--- config.mk ---
export PLATFORM = sky130hd
export DESIGN_NAME = rational_arithmetic_unit_core
export DESIGN_NICKNAME = d
export VERILOG_FILES = /design/src/design/rau_pkg.sv /design/src/design/rau_front.sv /design/src/design/rau_queue.sv /design/src/design/rau_back.sv /design/src/design/rational_arithmetic_unit_core.sv
export SDC_FILE = /design/constraint.sdc
export NUM_CORES = 2
export LEC_CHECK = 0
export ABC_AREA = 0
export BUFFER_PORTS_ARGS = -buffer_cell sky130_fd_sc_hd__buf_2
export CAP_MARGIN = 20
export CORE_UTILIZATION = 60
export CTS_CLUSTER_SIZE = 16
export DETAILED_ROUTE_END_ITERATION = 6
export GPL_ROUTABILITY_DRIVEN = 0
export PLACE_DENSITY_LB_ADDON = 0.25
export SLEW_MARGIN = 20
export SYNTH_ARGS = -nofsm -noshare
export SYNTH_HDL_FRONTEND = slang
export SYNTH_HIERARCHICAL = 1
export SYNTH_SLANG_ARGS = --single-unit
--- constraint.sdc ---
create_clock -name clk -period 10.38 [get_ports clk]
set_input_delay 2.595 -clock clk [delete_from_list [all_inputs] [get_ports clk]]
set_output_delay 2.595 -clock clk [all_outputs]
set_load 0.01 [all_outputs]
--- src/design/rau_pkg.sv ---
`default_nettype none

package rau_pkg;

  localparam int OPERAND_W = 16;
  localparam int NUM_W     = 2 * OPERAND_W + 1;
  localparam int DEN_W     = 2 * OPERAND_W;
  localparam int MAG_W     = 2 * OPERAND_W;
  localparam int SHIFT_W   = $clog2(MAG_W + 1);
  localparam int CNT_W     = $clog2(MAG_W);
  localparam int QDEPTH    = 2;
  localparam int QPTR_W    = (QDEPTH > 1) ? $clog2(QDEPTH) : 1;
  localparam int QCNT_W    = $clog2(QDEPTH + 1);

  typedef enum logic [1:0] {
    CMD_ADD = 2'd0,
    CMD_SUB = 2'd1,
    CMD_MUL = 2'd2,
    CMD_DIV = 2'd3
  } cmd_t;

  typedef enum logic [1:0] {
    BK_IDLE,
    BK_GCD,
    BK_DIV,
    BK_OUT
  } back_state_t;

  // unreduced fraction handed from the front end to the reducer
  typedef struct packed {
    logic signed [NUM_W-1:0] num;
    logic signed [DEN_W-1:0] den;
    logic                    fixed;
  } frac_t;

endpackage

`default_nettype wire

--- src/design/rau_front.sv ---
`default_nettype none

module rau_front (
  input  wire logic                                   clk,
  input  wire logic                                   rst_n,
  input  wire logic                                   in_valid,
  output logic                                        in_ready,
  input  wire logic [1:0]                             in_command,
  input  wire logic signed [rau_pkg::OPERAND_W-1:0]   in_a_num,
  input  wire logic signed [rau_pkg::OPERAND_W-1:0]   in_a_den,
  input  wire logic signed [rau_pkg::OPERAND_W-1:0]   in_b_num,
  input  wire logic signed [rau_pkg::OPERAND_W-1:0]   in_b_den,
  output logic                                        push_valid,
  input  wire logic                                   push_ready,
  output rau_pkg::frac_t                              push_data
);

  logic signed [rau_pkg::OPERAND_W-1:0] a_den_fix;
  logic signed [rau_pkg::OPERAND_W-1:0] b_den_fix;
  logic                                 in_fix;
  logic                                 accept;

  logic                                 vld_r;
  rau_pkg::cmd_t                        cmd_r;
  logic                                 fix_r;
  logic signed [rau_pkg::DEN_W-1:0]     p_ad_r;
  logic signed [rau_pkg::DEN_W-1:0]     p_bc_r;
  logic signed [rau_pkg::DEN_W-1:0]     p_ac_r;
  logic signed [rau_pkg::DEN_W-1:0]     p_bd_r;

  logic signed [rau_pkg::NUM_W-1:0]     ad_x;
  logic signed [rau_pkg::NUM_W-1:0]     bc_x;
  logic signed [rau_pkg::NUM_W-1:0]     ac_x;
  logic signed [rau_pkg::NUM_W-1:0]     num;
  logic signed [rau_pkg::DEN_W-1:0]     den;
  logic                                 den_zero;

  // zero denominators count as one
  assign a_den_fix = (in_a_den == '0) ? rau_pkg::OPERAND_W'(1) : in_a_den;
  assign b_den_fix = (in_b_den == '0) ? rau_pkg::OPERAND_W'(1) : in_b_den;
  assign in_fix    = (in_a_den == '0) || (in_b_den == '0);

  assign in_ready = !vld_r || push_ready;
  assign accept   = in_valid && in_ready;

  always_ff @(posedge clk) begin
    if (!rst_n) begin
      vld_r <= 1'b0;
    end else if (in_ready) begin
      vld_r <= in_valid;
    end
  end

  always_ff @(posedge clk) begin
    if (accept) begin
      cmd_r  <= rau_pkg::cmd_t'(in_command);
      fix_r  <= in_fix;
      p_ad_r <= rau_pkg::DEN_W'(in_a_num) * rau_pkg::DEN_W'(b_den_fix);
      p_bc_r <= rau_pkg::DEN_W'(a_den_fix) * rau_pkg::DEN_W'(in_b_num);
      p_ac_r <= rau_pkg::DEN_W'(in_a_num) * rau_pkg::DEN_W'(in_b_num);
      p_bd_r <= rau_pkg::DEN_W'(a_den_fix) * rau_pkg::DEN_W'(b_den_fix);
    end
  end

  assign ad_x = {p_ad_r[rau_pkg::DEN_W-1], p_ad_r};
  assign bc_x = {p_bc_r[rau_pkg::DEN_W-1], p_bc_r};
  assign ac_x = {p_ac_r[rau_pkg::DEN_W-1], p_ac_r};

  always_comb begin
    unique case (cmd_r)
      rau_pkg::CMD_ADD: begin
        num = ad_x + bc_x;
        den = p_bd_r;
      end
      rau_pkg::CMD_SUB: begin
        num = ad_x - bc_x;
        den = p_bd_r;
      end
      rau_pkg::CMD_MUL: begin
        num = ac_x;
        den = p_bd_r;
      end
      rau_pkg::CMD_DIV: begin
        num = ad_x;
        den = p_bc_r;
      end
      default: begin
        num = ad_x;
        den = p_bd_r;
      end
    endcase
  end

  assign den_zero        = (den == '0);
  assign push_valid      = vld_r;
  assign push_data.num   = num;
  assign push_data.den   = den_zero ? rau_pkg::DEN_W'(1) : den;
  assign push_data.fixed = fix_r || den_zero;

endmodule

`default_nettype wire

--- src/design/rau_queue.sv ---
`default_nettype none

module rau_queue (
  input  wire logic            clk,
  input  wire logic            rst_n,
  input  wire logic            push_valid,
  output logic                 push_ready,
  input  wire rau_pkg::frac_t  push_data,
  output logic                 pop_valid,
  input  wire logic            pop_ready,
  output rau_pkg::frac_t       pop_data
);

  rau_pkg::frac_t               mem_r [rau_pkg::QDEPTH];
  logic [rau_pkg::QPTR_W-1:0]   wr_ptr_r;
  logic [rau_pkg::QPTR_W-1:0]   rd_ptr_r;
  logic [rau_pkg::QCNT_W-1:0]   cnt_r;
  logic                         do_push;
  logic                         do_pop;

  assign push_ready = (cnt_r != rau_pkg::QCNT_W'(rau_pkg::QDEPTH));
  assign pop_valid  = (cnt_r != '0);
  assign do_push    = push_valid && push_ready;
  assign do_pop     = pop_valid && pop_ready;
  assign pop_data   = mem_r[rd_ptr_r];

  always_ff @(posedge clk) begin
    if (!rst_n) begin
      wr_ptr_r <= '0;
      rd_ptr_r <= '0;
      cnt_r    <= '0;
    end else begin
      if (do_push) begin
        wr_ptr_r <= (wr_ptr_r == rau_pkg::QPTR_W'(rau_pkg::QDEPTH - 1)) ? '0 : wr_ptr_r + 1'b1;
      end
      if (do_pop) begin
        rd_ptr_r <= (rd_ptr_r == rau_pkg::QPTR_W'(rau_pkg::QDEPTH - 1)) ? '0 : rd_ptr_r + 1'b1;
      end
      if (do_push && !do_pop) begin
        cnt_r <= cnt_r + 1'b1;
      end else if (do_pop && !do_push) begin
        cnt_r <= cnt_r - 1'b1;
      end
    end
  end

  always_ff @(posedge clk) begin
    if (do_push) begin
      mem_r[wr_ptr_r] <= push_data;
    end
  end

endmodule

`default_nettype wire

--- src/design/rau_back.sv ---
`default_nettype none

module rau_back (
  input  wire logic                               clk,
  input  wire logic                               rst_n,
  input  wire logic                               pop_valid,
  output logic                                    pop_ready,
  input  wire rau_pkg::frac_t                     pop_data,
  output logic                                    out_valid,
  input  wire logic                               out_ready,
  output logic signed [rau_pkg::NUM_W-1:0]        out_res_num,
  output logic signed [rau_pkg::DEN_W-1:0]        out_res_den,
  output logic                                    out_zero_den_fixed
);

  localparam int MW = rau_pkg::MAG_W;

  rau_pkg::back_state_t          state_r;
  rau_pkg::back_state_t          state_nxt;

  logic [MW-1:0]                 x_r;
  logic [MW-1:0]                 y_r;
  logic [rau_pkg::SHIFT_W-1:0]   k_r;
  logic [MW-1:0]                 g_r;
  logic [MW-1:0]                 qn_r;
  logic [MW-1:0]                 qd_r;
  logic [MW-1:0]                 rn_r;
  logic [MW-1:0]                 rd_r;
  logic [rau_pkg::CNT_W-1:0]     cnt_r;
  logic                          neg_n_r;
  logic                          neg_d_r;
  logic                          fix_r;

  logic                          in_neg_n;
  logic                          in_neg_d;
  logic [rau_pkg::NUM_W-1:0]     mag_n_full;
  logic [rau_pkg::DEN_W-1:0]     mag_d_full;
  logic [MW-1:0]                 mag_n;
  logic [MW-1:0]                 mag_d;

  logic                          gcd_done;
  logic                          div_last;
  logic [MW-1:0]                 diff_xy;
  logic [MW-1:0]                 diff_yx;

  logic [MW:0]                   sh_n;
  logic [MW:0]                   sh_d;
  logic [MW:0]                   dif_n;
  logic [MW:0]                   dif_d;
  logic                          bit_n;
  logic                          bit_d;

  logic [rau_pkg::NUM_W-1:0]     qn_ext;
  logic [MW:0]                   qd_ext;

  assign in_neg_n   = pop_data.num[rau_pkg::NUM_W-1];
  assign in_neg_d   = pop_data.den[rau_pkg::DEN_W-1];
  assign mag_n_full = in_neg_n ? -pop_data.num : pop_data.num;
  assign mag_d_full = in_neg_d ? -pop_data.den : pop_data.den;
  assign mag_n      = mag_n_full[MW-1:0];
  assign mag_d      = rau_pkg::MAG_W'(mag_d_full);

  assign gcd_done = (x_r == '0) || (y_r == '0);
  assign div_last = (cnt_r == rau_pkg::CNT_W'(MW - 1));
  assign diff_xy  = x_r - y_r;
  assign diff_yx  = y_r - x_r;

  // one restoring division step per cycle for each part, shared divisor
  assign sh_n  = {rn_r, qn_r[MW-1]};
  assign sh_d  = {rd_r, qd_r[MW-1]};
  assign dif_n = sh_n - {1'b0, g_r};
  assign dif_d = sh_d - {1'b0, g_r};
  assign bit_n = !dif_n[MW];
  assign bit_d = !dif_d[MW];

  always_ff @(posedge clk) begin
    if (!rst_n) begin
      state_r <= rau_pkg::BK_IDLE;
    end else begin
      state_r <= state_nxt;
    end
  end

  always_comb begin
    state_nxt = state_r;
    unique case (state_r)
      rau_pkg::BK_IDLE: if (pop_valid) state_nxt = rau_pkg::BK_GCD;
      rau_pkg::BK_GCD:  if (gcd_done) state_nxt = rau_pkg::BK_DIV;
      rau_pkg::BK_DIV:  if (div_last) state_nxt = rau_pkg::BK_OUT;
      rau_pkg::BK_OUT:  if (out_ready) state_nxt = rau_pkg::BK_IDLE;
      default:          state_nxt = rau_pkg::BK_IDLE;
    endcase
  end

  always_comb begin
    pop_ready = 1'b0;
    out_valid = 1'b0;
    unique case (state_r)
      rau_pkg::BK_IDLE: pop_ready = 1'b1;
      rau_pkg::BK_OUT:  out_valid = 1'b1;
      default: begin
        pop_ready = 1'b0;
        out_valid = 1'b0;
      end
    endcase
  end

  always_ff @(posedge clk) begin
    case (state_r)
      rau_pkg::BK_IDLE: begin
        if (pop_valid) begin
          x_r     <= mag_n;
          y_r     <= mag_d;
          qn_r    <= mag_n;
          qd_r    <= mag_d;
          k_r     <= '0;
          neg_n_r <= in_neg_n;
          neg_d_r <= in_neg_d;
          fix_r   <= pop_data.fixed;
        end
      end
      rau_pkg::BK_GCD: begin
        if (gcd_done) begin
          g_r   <= (x_r | y_r) << k_r;
          rn_r  <= '0;
          rd_r  <= '0;
          cnt_r <= '0;
        end else if (!x_r[0] && !y_r[0]) begin
          // common factor of two
          x_r <= x_r >> 1;
          y_r <= y_r >> 1;
          k_r <= k_r + 1'b1;
        end else if (!x_r[0]) begin
          x_r <= x_r >> 1;
        end else if (!y_r[0]) begin
          y_r <= y_r >> 1;
        end else if (x_r >= y_r) begin
          x_r <= diff_xy >> 1;
        end else begin
          y_r <= diff_yx >> 1;
        end
      end
      rau_pkg::BK_DIV: begin
        qn_r  <= {qn_r[MW-2:0], bit_n};
        qd_r  <= {qd_r[MW-2:0], bit_d};
        rn_r  <= bit_n ? dif_n[MW-1:0] : sh_n[MW-1:0];
        rd_r  <= bit_d ? dif_d[MW-1:0] : sh_d[MW-1:0];
        cnt_r <= cnt_r + 1'b1;
      end
      default: begin
      end
    endcase
  end

  assign qn_ext             = rau_pkg::NUM_W'(qn_r);
  assign qd_ext             = {1'b0, qd_r};
  assign out_res_num        = neg_n_r ? -qn_ext : qn_ext;
  assign out_res_den        = rau_pkg::DEN_W'(neg_d_r ? -qd_ext : qd_ext);
  assign out_zero_den_fixed = fix_r;

endmodule

`default_nettype wire

--- src/design/rational_arithmetic_unit_core.sv ---
// rational arithmetic unit: adds, subtracts, multiplies or divides two
// signed fractions and returns the result reduced by the gcd of its parts.
// input channel: in_valid/in_ready with in_command and the four operands;
// a word is taken when both are high. result channel: out_valid/out_ready
// with out_res_num, out_res_den and out_zero_den_fixed.
// the front end registers the operand products and forms the unreduced
// fraction from them combinationally, then hands it to a two-word queue.
// the reducer takes one word at a time: it loads the word, takes one binary
// gcd step per cycle (up to about 2*MAG_W = 64 steps, fewer for small
// values), forms the divisor, then runs restoring division of both parts
// at once, one quotient bit per cycle for MAG_W = 32 bits. it takes no new
// word until its result has been taken on out_ready.
// the input side keeps taking words while the queue has room, even while a
// result waits for out_ready; a stalled result holds steady on the ports.
// reset (rst_n low, synchronous) empties the queue and the front stage and
// drops out_valid.
`default_nettype none

module rational_arithmetic_unit_core (
  input  wire logic                                  clk,
  input  wire logic                                  rst_n,
  input  wire logic                                  in_valid,
  output logic                                       in_ready,
  input  wire logic [1:0]                            in_command,
  input  wire logic signed [rau_pkg::OPERAND_W-1:0]  in_a_num,
  input  wire logic signed [rau_pkg::OPERAND_W-1:0]  in_a_den,
  input  wire logic signed [rau_pkg::OPERAND_W-1:0]  in_b_num,
  input  wire logic signed [rau_pkg::OPERAND_W-1:0]  in_b_den,
  output logic                                       out_valid,
  input  wire logic                                  out_ready,
  output logic signed [rau_pkg::NUM_W-1:0]           out_res_num,
  output logic signed [rau_pkg::DEN_W-1:0]           out_res_den,
  output logic                                       out_zero_den_fixed
);

  logic           push_valid;
  logic           push_ready;
  rau_pkg::frac_t push_data;
  logic           pop_valid;
  logic           pop_ready;
  rau_pkg::frac_t pop_data;

  rau_front u_front (
    .clk        (clk),
    .rst_n      (rst_n),
    .in_valid   (in_valid),
    .in_ready   (in_ready),
    .in_command (in_command),
    .in_a_num   (in_a_num),
    .in_a_den   (in_a_den),
    .in_b_num   (in_b_num),
    .in_b_den   (in_b_den),
    .push_valid (push_valid),
    .push_ready (push_ready),
    .push_data  (push_data)
  );

  rau_queue u_queue (
    .clk        (clk),
    .rst_n      (rst_n),
    .push_valid (push_valid),
    .push_ready (push_ready),
    .push_data  (push_data),
    .pop_valid  (pop_valid),
    .pop_ready  (pop_ready),
    .pop_data   (pop_data)
  );

  rau_back u_back (
    .clk                (clk),
    .rst_n              (rst_n),
    .pop_valid          (pop_valid),
    .pop_ready          (pop_ready),
    .pop_data           (pop_data),
    .out_valid          (out_valid),
    .out_ready          (out_ready),
    .out_res_num        (out_res_num),
    .out_res_den        (out_res_den),
    .out_zero_den_fixed (out_zero_den_fixed)
  );

endmodule

`default_nettype wire

==> metrics <==
status=finished clean; I/O Buffers=137; # resized after CTS=0; Via-to-Cell Ratio=5.946; Tcrit/Tclk final=0.8626; nets@finish=9259; global-route met2 utilization=0.5379; Post-DP HPWL=156900 microns; Num CTS Buffers=57; filler cell count=10000; WS Path Type=in -> reg; post-route ant nets=0; min Tclk post-route=8.954 ns; Hold Fails Final Rpt=0; routed len/inst=21.40 microns; # clock sinks=509; via count of the routed design=55150; Routed WL=198400 microns; RSZ-0062 raised after global routing=no; first-pass GRT wire length=313000 microns; Slew Viols, Final=0; #FFs+latches synth=509; number of H-tree levels=2; Worst-Margin Slew=1.098 ns; Post-synth EDFFs=501; Max clock buf depth=3; Total GRT Usage=0.3212; share of layout cells above drive strength 1=0.07231; cell count after synthesis=7680; Critical Path Start Type=input port; initial antenna violation count=4; Setup Skew=0.05025 ns; Crit. End Element=flip-flop; Clk Tree Root Cell=clkbuf_16; Netlist Area Pre-Place=73670 sq um; width of the chip=352.4 microns; max reg flops=132; Mean Syn Cell Area=9.592 sq um; Area growth syn-to-layout=5.219%; Sequential Area=15210 sq um; Row Count=128; TritonCTS clock tree=built; Yosys cell types=101; postcts setup bufs=0; Setup-failing EPs final=0; DRT iter0 DRCs=4575; Die Y=352.4 microns; DRC Markers=0; Crit path arrival time=9.33 ns; grt ovf=0; Seq/Total Area, Yosys=0.2064; crit-path max FO=33; area of the die=124200 sq um; Setup TNS=0 ns; predominant post-synthesis flop cell=edfxtp_1; Rel. slew slack=0.2680; Max Cap Viol=0; Reg clk slew, reported paths=0.06 ns; area of the core=121700 sq um; Top reg by flops=u_queue/mem_r; io pins=138; ys async rst share=0; Hold WC Path Type=reg -> reg; router iterations before antenna repair=6; Hold Buf Count CTS=0; Mapped Nets=9336; GR met1 Demand/Resource=0.4031; Critical Path RT=10.75 ns; starting density of the core=0.6052; met3 global-route usage=0.04709; number of global-route vias before repair=56910; global route hottest layer=met2; FMAX=111.7 MHz; largest net degree at the start of global routing=78; multi-input logic area=52180 sq um; Clk Latency, worst-skew pair=0.65 ns; Syn. warnings=6
==> layer usage <==
metal / vias up / share of wire / wire, microns
met2: 2390 / 0.48 / 94550
met5: - / 0.00014 / 28
met4: 4 / 0.061 / 12070
li1: 24740 / - / -
met3: 558 / 0.072 / 14310
met1: 27460 / 0.39 / 77480
==> Yosys cell counts (all sizes together) (79+ instances only) <==
library cell  number  area [sq um]
o21ai            221          1106
edfxtp           501         15040
a21oi            311          1560
xor2              84         735.7
a21o              99         744.5
clkbuf           309          1160
mux2             167          1884
inv             1321          4959
nand2            738          2770
nand2b            81         514.2
nor2             367          1380
nor2b             79         494.2
xnor2            352          3083
fa              1053         21080
ha               533          6669
nand3            103         520.5
and2             470          2940
mux2i             80         800.8
==> final cells by class <==
| type | count | share of cell area |
|---|---|---|
| Multi-Input combinational cell | 5500 | 0.6732 |
| Sequential cell | 509 | 0.1962 |
| Inverter | 1324 | 0.06415 |
| Tap cell | 1625 | 0.02623 |
| Clock buffer | 72 | 0.01968 |
| Timing Repair Buffer | 211 | 0.01601 |
| Clock inverter | 32 | 0.004520 |
| Antenna cell | 2 | 0.00006457 |
==> worst paths after layout <==
| path | cells past startpoint | from | to | slack [ns] |
|---|---|---|---|---|
| worst min register to register | 1 | u_queue/mem_r[1][0] | u_back/out_zero_den_fixed | 0.56 |
| worst max-delay path | 26 | in_a_den[7] | u_front/p_bd_r[31] | 1.43 |
| worst max register to register | 18 | u_front/p_bc_r[0] | u_queue/mem_r[1][64] | 5.05 |
| worst min-delay path | 1 | u_queue/mem_r[1][0] | u_back/out_zero_den_fixed | 0.56 |
==> critical path, stage by stage <==
cell and delay (ns):
buf_2 0.34, nor4_1 0.40, nand4_1 0.18, nand2b_1 0.30, buf_4 0.34, and2_1 0.18, ha_1 0.16, inv_1 0.05
fa_1 0.50, inv_1 0.05, fa_1 0.50, fa_1 0.43, fa_1 0.49, inv_1 0.05, fa_1 0.48, inv_1 0.04
ha_1 0.34, a21oi_1 0.27, o21ai_0 0.13, a21oi_1 0.18, o21ai_0 0.16, and3_1 0.23, o21a_1 0.21, a41o_1 0.26
o41a_1 0.32, xnor2_1 0.13
==> per-stage QoR <==
stage / std cells / instance area, sq um / worst slack, ns / utilization / hold WS, ns
after floorplan: 7680 / 73670 / 1.635 / - / 0.4997
after global placement: 9169 / 75630 / 1.039 / 0.6214 / 0.5266
after detailed placement: 9169 / 75630 / 0.8968 / 0.6214 / 0.5521
after CTS: 9273 / 77510 / 1.580 / 0.6368 / 0.5604
after global routing: 9273 / 77510 / 1.102 / 0.6368 / 0.5860
final: 9275 / 77510 / 1.426 / 0.6368 / 0.5560
==> cells by family (layout without fill, tap and decap cells) <==
group,Yosys count,count (layout),share of synthesized area
buf+inv,1671,1639,0.08597
other cells,0,2,0
flops,509,509,0.2064
fa+ha+maj,1586,1586,0.3767
compound gates,1087,1087,0.09499
xor+xnor,436,436,0.05184
mux,263,263,0.04134
simple gates,2128,2128,0.1428
==> cell usage in the layout (no fill, tap or decap), drive strengths merged, types with 27 or more instances in the layout <==
cell type,count
or4,27
a31oi,57
mux2i,80
ha,533
clkbuf,72
fa,1053
buf,211
xor2,84
a21oi,311
nor2,367
nand4,29
o31ai,53
a21o,99
nand2b,81
nand2,738
a211oi,50
edfxtp,501
or3,29
o21bai,57
inv,1325
nor3,63
mux2,167
nor4,63
and2,470
a22oi,27
nor2b,79
o21ai,221
o21a,36
nand3,103
xnor2,352
Power is left out: the tool's default activity adds up to more than one toggle a clock period on the data nets, which glitch-free logic cannot reach.
